**src/sv/cpc_pkg.sv**
```systemverilog
`timescale 1ns / 1ps
// ----------------------------------------------------------------------------
// cpc_pkg
// Shared constants for the circle pair contact core.
// ----------------------------------------------------------------------------
package cpc_pkg;

    localparam int COORD_WIDTH = 32;
    localparam int FRAC_BITS   = 16;

endpackage

```
**src/sv/cpc_sqrt_pipe.sv**
```systemverilog
`timescale 1ns / 1ps
// ----------------------------------------------------------------------------
// cpc_sqrt_pipe
// Pipelined integer square root, one result bit per register stage.
// A sideband vector and a valid bit travel with each item.
// ----------------------------------------------------------------------------
module cpc_sqrt_pipe #(
    parameter int W      = cpc_pkg::COORD_WIDTH,
    parameter int SIDE_W = 8
) (
    input  logic                clk,
    input  logic                rst_n,
    input  logic                en,
    input  logic                in_valid,
    input  logic [2*W-1:0]      in_rad,
    input  logic [SIDE_W-1:0]   in_side,
    output logic                out_valid,
    output logic [W-1:0]        out_root,
    output logic [SIDE_W-1:0]   out_side
);

    logic              valid_reg [W];
    logic [2*W-1:0]    rem_reg   [W];
    logic [W-1:0]      root_reg  [W];
    logic [SIDE_W-1:0] side_reg  [W];

    genvar s;
    generate
        for (s = 0; s < W; s++) begin : g_stage
            localparam int K = W - 1 - s;
            logic              v_in;
            logic [2*W-1:0]    rem_in;
            logic [W-1:0]      root_in;
            logic [SIDE_W-1:0] side_in;
            logic [2*W-1:0]    trial;
            logic [2*W-1:0]    rem_next;
            logic [W-1:0]      root_next;

            if (s == 0) begin : g_first
                assign v_in    = in_valid;
                assign rem_in  = in_rad;
                assign root_in = '0;
                assign side_in = in_side;
            end else begin : g_rest
                assign v_in    = valid_reg[s-1];
                assign rem_in  = rem_reg[s-1];
                assign root_in = root_reg[s-1];
                assign side_in = side_reg[s-1];
            end

            // (root + 2^k)^2 - root^2 = root * 2^(k+1) + 2^(2k)
            always_comb
            begin
                trial = ({{W{1'b0}}, root_in} << (K + 1))
                        | ({{(2*W-1){1'b0}}, 1'b1} << (2 * K));
                if (rem_in >= trial)
                begin
                    rem_next  = rem_in - trial;
                    root_next = root_in | ({{(W-1){1'b0}}, 1'b1} << K);
                end
                else
                begin
                    rem_next  = rem_in;
                    root_next = root_in;
                end
            end

            always_ff @(posedge clk or negedge rst_n)
            begin
                if (!rst_n)
                begin
                    valid_reg[s] <= 1'b0;
                end
                else if (en)
                begin
                    valid_reg[s] <= v_in;
                end
            end

            always_ff @(posedge clk)
            begin
                if (en)
                begin
                    rem_reg[s]  <= rem_next;
                    root_reg[s] <= root_next;
                    side_reg[s] <= side_in;
                end
            end
        end
    endgenerate

    assign out_valid = valid_reg[W-1];
    assign out_root  = root_reg[W-1];
    assign out_side  = side_reg[W-1];

endmodule

```
**config.mk**
```make
export PLATFORM = sky130hd
export DESIGN_NAME = cpc_sqrt_pipe
export DESIGN_NICKNAME = d
export VERILOG_FILES = /design/src/sv/cpc_pkg.sv /design/src/sv/cpc_sqrt_pipe.sv
export SDC_FILE = /design/constraint.sdc
export NUM_CORES = 2
export LEC_CHECK = 0
export BUFFER_PORTS_ARGS = -buffer_cell sky130_fd_sc_hd__clkbuf_2
export CAP_MARGIN = 20
export CELL_PAD_IN_SITES_DETAIL_PLACEMENT = 1
export CELL_PAD_IN_SITES_GLOBAL_PLACEMENT = 1
export CORE_MARGIN = 5
export CORE_UTILIZATION = 53
export CTS_CLUSTER_DIAMETER = 50
export DETAILED_ROUTE_END_ITERATION = 16
export PLACE_DENSITY = 0.9
export SYNTH_ARGS = -nofsm -noshare
export SYNTH_HDL_FRONTEND = slang
export SYNTH_SLANG_ARGS = --single-unit
```
**constraint.sdc**
```tcl
create_clock -name clk -period 3.9 [get_ports clk]
set_clock_uncertainty 0.2 [all_clocks]
set_input_delay 0 -clock clk [delete_from_list [all_inputs] [get_ports clk]]
set_output_delay 0 -clock clk [all_outputs]
set_load 0.01 [all_outputs]
```
==> results of run 1 <==
-- kinds of logic after synthesis --
group,count (synthesis)
AOI/OAI and AO/OA,1818
and+or+nand+nor,2841
DFF,2800
buffers and inverters,897
adders and majority gates,558
xor gates and xnor gates,884
muxes,130
-- per-stage QoR --
| step | setup TNS, ns | setup WS (ns) | std cells | util (%) | hold WS (ns) |
|---|---|---|---|---|---|
| detailed placement | -6.71 | -0.623 | 13500 | 56.4 | -0.0652 |
| floorplan | 0 | 0.377 | 9928 | - | -0.496 |
| global placement | -11.10 | -0.480 | 13500 | 56.4 | -0.114 |
| CTS | -0.0964 | -0.0863 | 14300 | 61.6 | 0.0147 |
-- layer usage --
layer,overflow,GRT usage [%]
met1,0,59.9
met2,4,76.1
met3,3,55.2
met4,10,58.3
met5,0,42.9
-- synthesized netlist by cell type, types with 107 or more instances --
cell	instances	area [um2]
sky130_fd_sc_hd__a21oi_1	598	2990
sky130_fd_sc_hd__nand2_1	600	2250
sky130_fd_sc_hd__inv_1	701	2630
sky130_fd_sc_hd__nor3_1	255	1280
sky130_fd_sc_hd__a21o_1	195	1460
sky130_fd_sc_hd__xnor2_1	472	4130
sky130_fd_sc_hd__nor4_1	345	2160
sky130_fd_sc_hd__nand2b_1	107	669
sky130_fd_sc_hd__nand4_1	165	1030
sky130_fd_sc_hd__clkbuf_1	145	544
sky130_fd_sc_hd__nor2_1	651	2440
sky130_fd_sc_hd__ha_1	558	6980
sky130_fd_sc_hd__nand3_1	162	811
sky130_fd_sc_hd__mux2_2	118	1330
sky130_fd_sc_hd__o21ai_0	458	2290
sky130_fd_sc_hd__xor2_1	412	3610
sky130_fd_sc_hd__edfxtp_1	2768	83100
-- what timing repair did --
item	in CTS
setup buffers	21
setup endpoints to repair	216
pin swaps	12
hold buffers	155
hold endpoints to repair	2700
resized for setup	73
==> results by stage, run 1 <==
Placed design:
- The count of input and output buffers is approximately 120.
- The final HPWL from detailed placement is 290 mm.
- The routability congestion estimate is about 0.95.
- The area of placed instances is approximately 140000 um2.

Logic synthesis:
- After synthesis, the largest family of logic cells by area is simple AND/OR/NAND/NOR gates.
- The synthesized-area fraction occupied by and/or/nand/nor cells is a little under an eighth.
- The number of distinct library cells after synthesis is 93.
- In the synthesized netlist, mux cells make up ~1.1% of the area.
- In the synthesized netlist the async set-or-reset flop fraction comes to ~1.1%.
- In the synthesized netlist the dominant register cell turns out to be sky130_fd_sc_hd__edfxtp_1.
- When the netlist entered floorplanning its net count stood at roughly 11000.
- Of the total synthesized cell area, the portion taken by XOR and XNOR cells is under 10%.
- Counting flops with a built-in enable in the synthesized netlist gives 2768.
- The netlist area before placement is about 130000 um2.
- The adder-cell share of the synthesized area is 5.39%.
- The post-synthesis cell count is 9928.
- The mean instance size in the synthesized netlist is between 10 and 15 um2.
- The part of the Yosys area used for sequential elements is 64.8%.
- The synthesized netlist devotes just under 9% of its cell area to compound gates.
- The register bit total from synthesis is 2800.
- For this run, the number of Yosys warnings is 0.

Die:
- The starting density of the core is 53.2%.
- The total I/O pin count is approximately 120.
- The die span in x is around 500 um.
- The die is just over 500 um tall.
- The floorplan row count is 181.

Timing:
- The kind of the worst endpoint is a register input.
- The global-route repair_timing pass left the worst setup endpoint at rem_reg[8][59]$_DFFE_PP_/D.

Run status:
- The first error in the log reads "[ERROR GRT-0232] Routing congestion too high. Check the congestion heatmap in the GUI".
- The stage where the run came to a stop is global routing.
- The run stopped with a tool error.

Clocking:
- The maximum buffer depth of the clock tree is 4.
- The tree is rooted in a sky130_fd_sc_hd__clkbuf_16.
- The H-tree generated during clock tree synthesis spans 5 levels.
- The clock net sink count is 2800.
- The TritonCTS buffer count is roughly 330.

GRT:
- Global routing finished with a remaining overflow of 17.
- The number of antenna violations at the first check in global routing came to about 130.
- Entering global routing, the biggest net connects 203 pins.
- Across every metal layer, demand over resource in global routing totals a little over three fifths.
==> inputs of run 2 (changes only) <==
==> config.mk (replaced) <==
export PLATFORM = sky130hd
export DESIGN_NAME = cpc_sqrt_pipe
export DESIGN_NICKNAME = d
export VERILOG_FILES = /design/src/sv/cpc_pkg.sv /design/src/sv/cpc_sqrt_pipe.sv
export SDC_FILE = /design/constraint.sdc
export NUM_CORES = 2
export LEC_CHECK = 0
export BUFFER_PORTS_ARGS = -buffer_cell sky130_fd_sc_hd__clkbuf_2
export CAP_MARGIN = 20
export CORE_MARGIN = 5
export CORE_UTILIZATION = 40
export DETAILED_ROUTE_END_ITERATION = 16
export PLACE_DENSITY_LB_ADDON = 0.15
export SYNTH_ARGS = -nofsm -noshare
export SYNTH_HDL_FRONTEND = slang
export SYNTH_SLANG_ARGS = --single-unit
==> run 2 against run 1 <==
  * The run now ends clean
  * Synthesized area stayed put
  * Synthesized cell count unchanged
==> results by stage, run 2 <==
Run status:
- The run finished with clean final reports.

Clocking:
- In this run, CTS created clock tree buffers numbering around 310.
- The clock net sink count is 2800.
- Clock tree synthesis selected as its root buffer the cell sky130_fd_sc_hd__clkbuf_16.
- The clock tree from TritonCTS is done.
- The later-pin clock latency in the skew report is between 0.9 and 1 ns.
- The H-tree generated during clock tree synthesis spans 5 levels.
- After clock tree synthesis, the clock-pin slew on the worst setup and hold paths is roughly 0.06 ns.
- No sink is reached through more buffers than the 4 on the longest clock path.

Detailed routing:
- In the final routed layout, each cell accounts on average for 22.4 um.
- In the detailed route, the total length drawn on met3 is between 10 and 15 mm.
- For this block, wires on met1 add up to 132 mm.
- The number of antenna-violating nets in the routed design is 0.
- The total wirelength of the detailed-routed design is roughly 350 mm.
- For this block, the via count after detailed routing is about 82000.
- The final routed DRC violation total is 0.
- The met2 wire length is 180 mm.
- The starting DRC count in detailed routing is around 5400.
- The top routing layer in use is met4.
- After detailed routing, the number of vias per cell comes to roughly 5.3.
- The number of optimization iterations in the first detailed-route pass is 7.

Placed design:
- The placement-stage worst setup slack is -0.421 ns.
- Port buffering added 116 buffers.
- The final HPWL from detailed placement is about 260 mm.
- In this run the cell area measured after placement is between 100000 and 150000 um2.
- The routability congestion estimate is approximately 0.95.

GRT:
- The first global-routing pass estimated 517 mm of wire.
- The via count of the first global-routing pass was between 80000 and 90000.
- Entering global routing, the biggest net connects ~160 pins.
- The number of antenna violations at the first check in global routing came to 7.
- The remaining global-route overflow is 0.
- The overall fraction of global-route tracks in use is a little over 20%.

Timing:
- The max-slew violation count is 0.
- Setup repair after global routing could not meet its margin everywhere.
- The tightest slew margin relative to the limit is 39.3%.
- The final critical path takes up between 90 and 100% of the cycle.
- For the pin with the worst max-slew slack, the measured transition is approximately 0.91 ns.
- The timing-limited maximum frequency is between 0.2 and 0.3 GHz.
- The number of failing setup endpoints in the final timing report is 0.
- The worst path in the final design needs a cycle of 3.82 ns, including I/O delays and setup.
- The count of endpoints failing hold in the final timing report came to 0.
- The worst setup margin is 0.0819 ns.
- The total negative setup slack is 0 ns.

Logic synthesis:
- Counting flops with a built-in enable in the synthesized netlist gives about 2800.
- The register bit total from synthesis is 2800.
- The most used flip-flop cell after synthesis is sky130_fd_sc_hd__edfxtp_1.
- The synthesized design spends more area on one cell type than any other, namely sky130_fd_sc_hd__edfxtp_1.
- Sorting the synthesized cells by how often they occur yields 2768 x sky130_fd_sc_hd__edfxtp_1, 701 x sky130_fd_sc_hd__inv_1, 651 x sky130_fd_sc_hd__nor2_1.
- The post-synthesis xor/xnor area fraction is about 6%.
- Counting every net in the synthesized netlist gives about 11000.
- After synthesis, the mean cell area works out to about 13 um2.
- The part of the Yosys area used for sequential elements is about two thirds.
- The mapped netlist covers about 130000 um2.
- The combinational family with the most area after synthesis is simple AND/OR/NAND/NOR gates.
- The number of distinct library cells after synthesis is 93.
- Yosys printed 0 warnings.
- The synthesized-area fraction occupied by and/or/nand/nor cells is ~11%.
- The fraction of synthesized area in multiplexers is between 1 and 1.5%.
- Among all cell types in the netlist, the one instantiated most often is sky130_fd_sc_hd__edfxtp_1.
- Summing the areas of all fa, ha and maj instances in the mapped netlist gives 5.39% of the synthesized area.
- The synthesized netlist devotes 8.67% of its cell area to compound gates.
- After synthesis, the cell types taking the most area are sky130_fd_sc_hd__edfxtp_1 64%, sky130_fd_sc_hd__ha_1 5.4%, sky130_fd_sc_hd__xnor2_1 3.2%, sky130_fd_sc_hd__xor2_1 2.8%, sky130_fd_sc_hd__a21oi_1 2.3%.
- Synthesis handed over a netlist of 9928 instances.
- Of all flip-flops after synthesis, the portion carrying an async set or reset was between 1 and 1.5%.
- The area fraction of the dominant cell type after synthesis is between 60% and 70%.

Finish:
- In the layout the commonest cells are 2768 x sky130_fd_sc_hd__edfxtp_1, 701 x sky130_fd_sc_hd__inv_1, 649 x sky130_fd_sc_hd__nor2_1.
- The register with the most flip-flops in the layout has 1984 of them.
- The most common cell after layout, fill and taps aside is sky130_fd_sc_hd__edfxtp_1.
- The final-stage net count is 11500.
- The summed area of non-filler cells in the final layout is roughly 150000 um2.
- The fill cell instance count of the final layout is 28400.
- Measured on the finished design, the core utilization comes to around 47%.
- The layout cell share with drive strength beyond 1 is approximately 12%.
- From synthesis to final layout, the design area changed by 16.8%.

Die:
- The die covers 335000 um2.
- The core region is 322000 um2.
- The initial utilization of the core area, before any placement, comes to 40.2%.
- The die span in x is approximately 580 um.
- For this design the top-level I/O count stands at 117.
- The overall die height is ~580 um.
- In this run the core area contains between 200 and 250 standard-cell rows.

Pwr:
- The static leakage power is ~0.057 uW.
- The relative contribution of sequential cells to total power is a little under half.
- The clock network fraction of total power is about 33%.
- Net switching is between 20 and 30% of the power.
- Power spread over the standard cell area amounts to 588 nW/um2.
- The internal power of the cells totals between 60000 and 70000 uW.
- In this run the power spent charging and discharging nets is 26000 uW.
- Combinational logic burns 21.1% of the power.
- The worst supply voltage drop on vdd is about 340 uV.

Min path:
- The tightest min-delay check is of the in2reg type.
- The hold path startpoint is en.

Setup path:
- The maximum fanout count along the critical path is 3.
- STA classifies the critical path startpoint as a register.
- The launch point of the critical path is root_reg[5][84]$_DFFE_PP_.
- The source of the worst register-to-register timing path is root_reg[5][84]$_DFFE_PP_.
- The classification of the worst setup path is reg2reg.
- The arrival time reported for the critical path endpoint is around 4.2 ns.
- The kind of end point of the critical path is a register.
- The endpoint required time on the critical path is approximately 4.3 ns.

Run:
- Max-cap violations in this run came to 0.
[run 2: cell counts after synthesis]
Identical to the previous run, type by type.
[run 2: worst max-delay path, stage by stage, from the launching register on]
cell and delay [ns]:
sky130_fd_sc_hd__edfxtp_1 0.48, sky130_fd_sc_hd__inv_1 0.07, sky130_fd_sc_hd__ha_1 0.31, sky130_fd_sc_hd__nand3_1 0.10, sky130_fd_sc_hd__nor3_1 0.30, sky130_fd_sc_hd__buf_4 0.18
sky130_fd_sc_hd__o211ai_1 0.17, sky130_fd_sc_hd__buf_4 0.20, sky130_fd_sc_hd__a31oi_1 0.31, sky130_fd_sc_hd__a21boi_0 0.28, sky130_fd_sc_hd__or4_1 0.51, sky130_fd_sc_hd__nand4_1 0.14
sky130_fd_sc_hd__xnor2_1 0.30
[run 2: logic make-up (layout without fill, tap and decap cells)]
kind of cell	count (synthesis)	after routing
multiplexers	130	130
AO/OA/AOI/OAI	1818	1818
adder cells (fa/ha/maj)	558	558
other	0	16
AND/OR/NAND/NOR	2841	2841
buffers and inverters	897	2068
XOR/XNOR	884	884
flip-flops	2800	2800
[run 2: power groups by stage]
stage | registers, uW | clock network (uW) | logic, uW
3_5_place_dp | 41800 | 0 | 18400
6_report | 41200 | 29000 | 18700
2_1_floorplan | 40000 | 0 | 12200
4_1_cts | 41200 | 30000 | 18600
5_1_grt | 41500 | 31200 | 20600
3_3_place_gp | 41800 | 0 | 18300
[run 2: final cells by class]
class | instances | area [um2] | share of cell area [%]
Sequential cell | 2800 | 83900 | 55.5
Multi-Input combinational cell | 6231 | 42500 | 28.1
Clock buffer | 394 | 8290 | 5.49
Timing Repair Buffer | 804 | 6590 | 4.36
Tap cell | 4305 | 5390 | 3.56
Inverter | 705 | 2650 | 1.75
Clock inverter | 165 | 1800 | 1.19
Antenna cell | 16 | 40.0 | 0.0265
[run 2: what timing repair did]
item	4_1_cts	5_1_grt
resized for setup	18	54
pin swaps	2	8
buffers inserted	0	9
endpoints found under the setup margin	56	161
hold endpoints to repair	2397	0
hold buffers	155	0
[run 2: through the flow]
| step | instances | hold WS (ns) | total power [uW] |
|---|---|---|---|
| 2_1_floorplan | 9928 | -0.496 | 52200 |
| 3_3_place_gp | 14700 | -0.102 | 60000 |
| 3_5_place_dp | 14700 | -0.0773 | 60100 |
| 4_1_cts | 15400 | 0.0286 | 89800 |
| 5_1_grt | 15400 | 0.0584 | 93300 |
| 6_report | 15400 | 0.0934 | 88900 |
[run 2: metal layers]
metal	track usage, %	vias up
li1	-	39200
met1	23.0	40300
met2	37.2	1934
met3	2.48	698
met4	10.3	0
met5	0	-
[run 2: path summary, 6_finish.rpt]
path                                                end  slack, ns  depth (start not counted)
hold / removal                 side_reg[0][7]$_DFFE_PP_       0.09                          3
hold reg to reg                side_reg[2][8]$_DFFE_PP_       0.21                          0
max in group asynchronous  g_stage[29].v_in$_DFFE_PN0P_       2.87                          5
min in group asynchronous   g_stage[4].v_in$_DFFE_PN0P_       0.46                          5
setup / recovery              rem_reg[23][44]$_DFFE_PP_       0.08                         12
setup reg to reg              rem_reg[23][44]$_DFFE_PP_       0.08                         12
(Power assumes the default switching activity.)
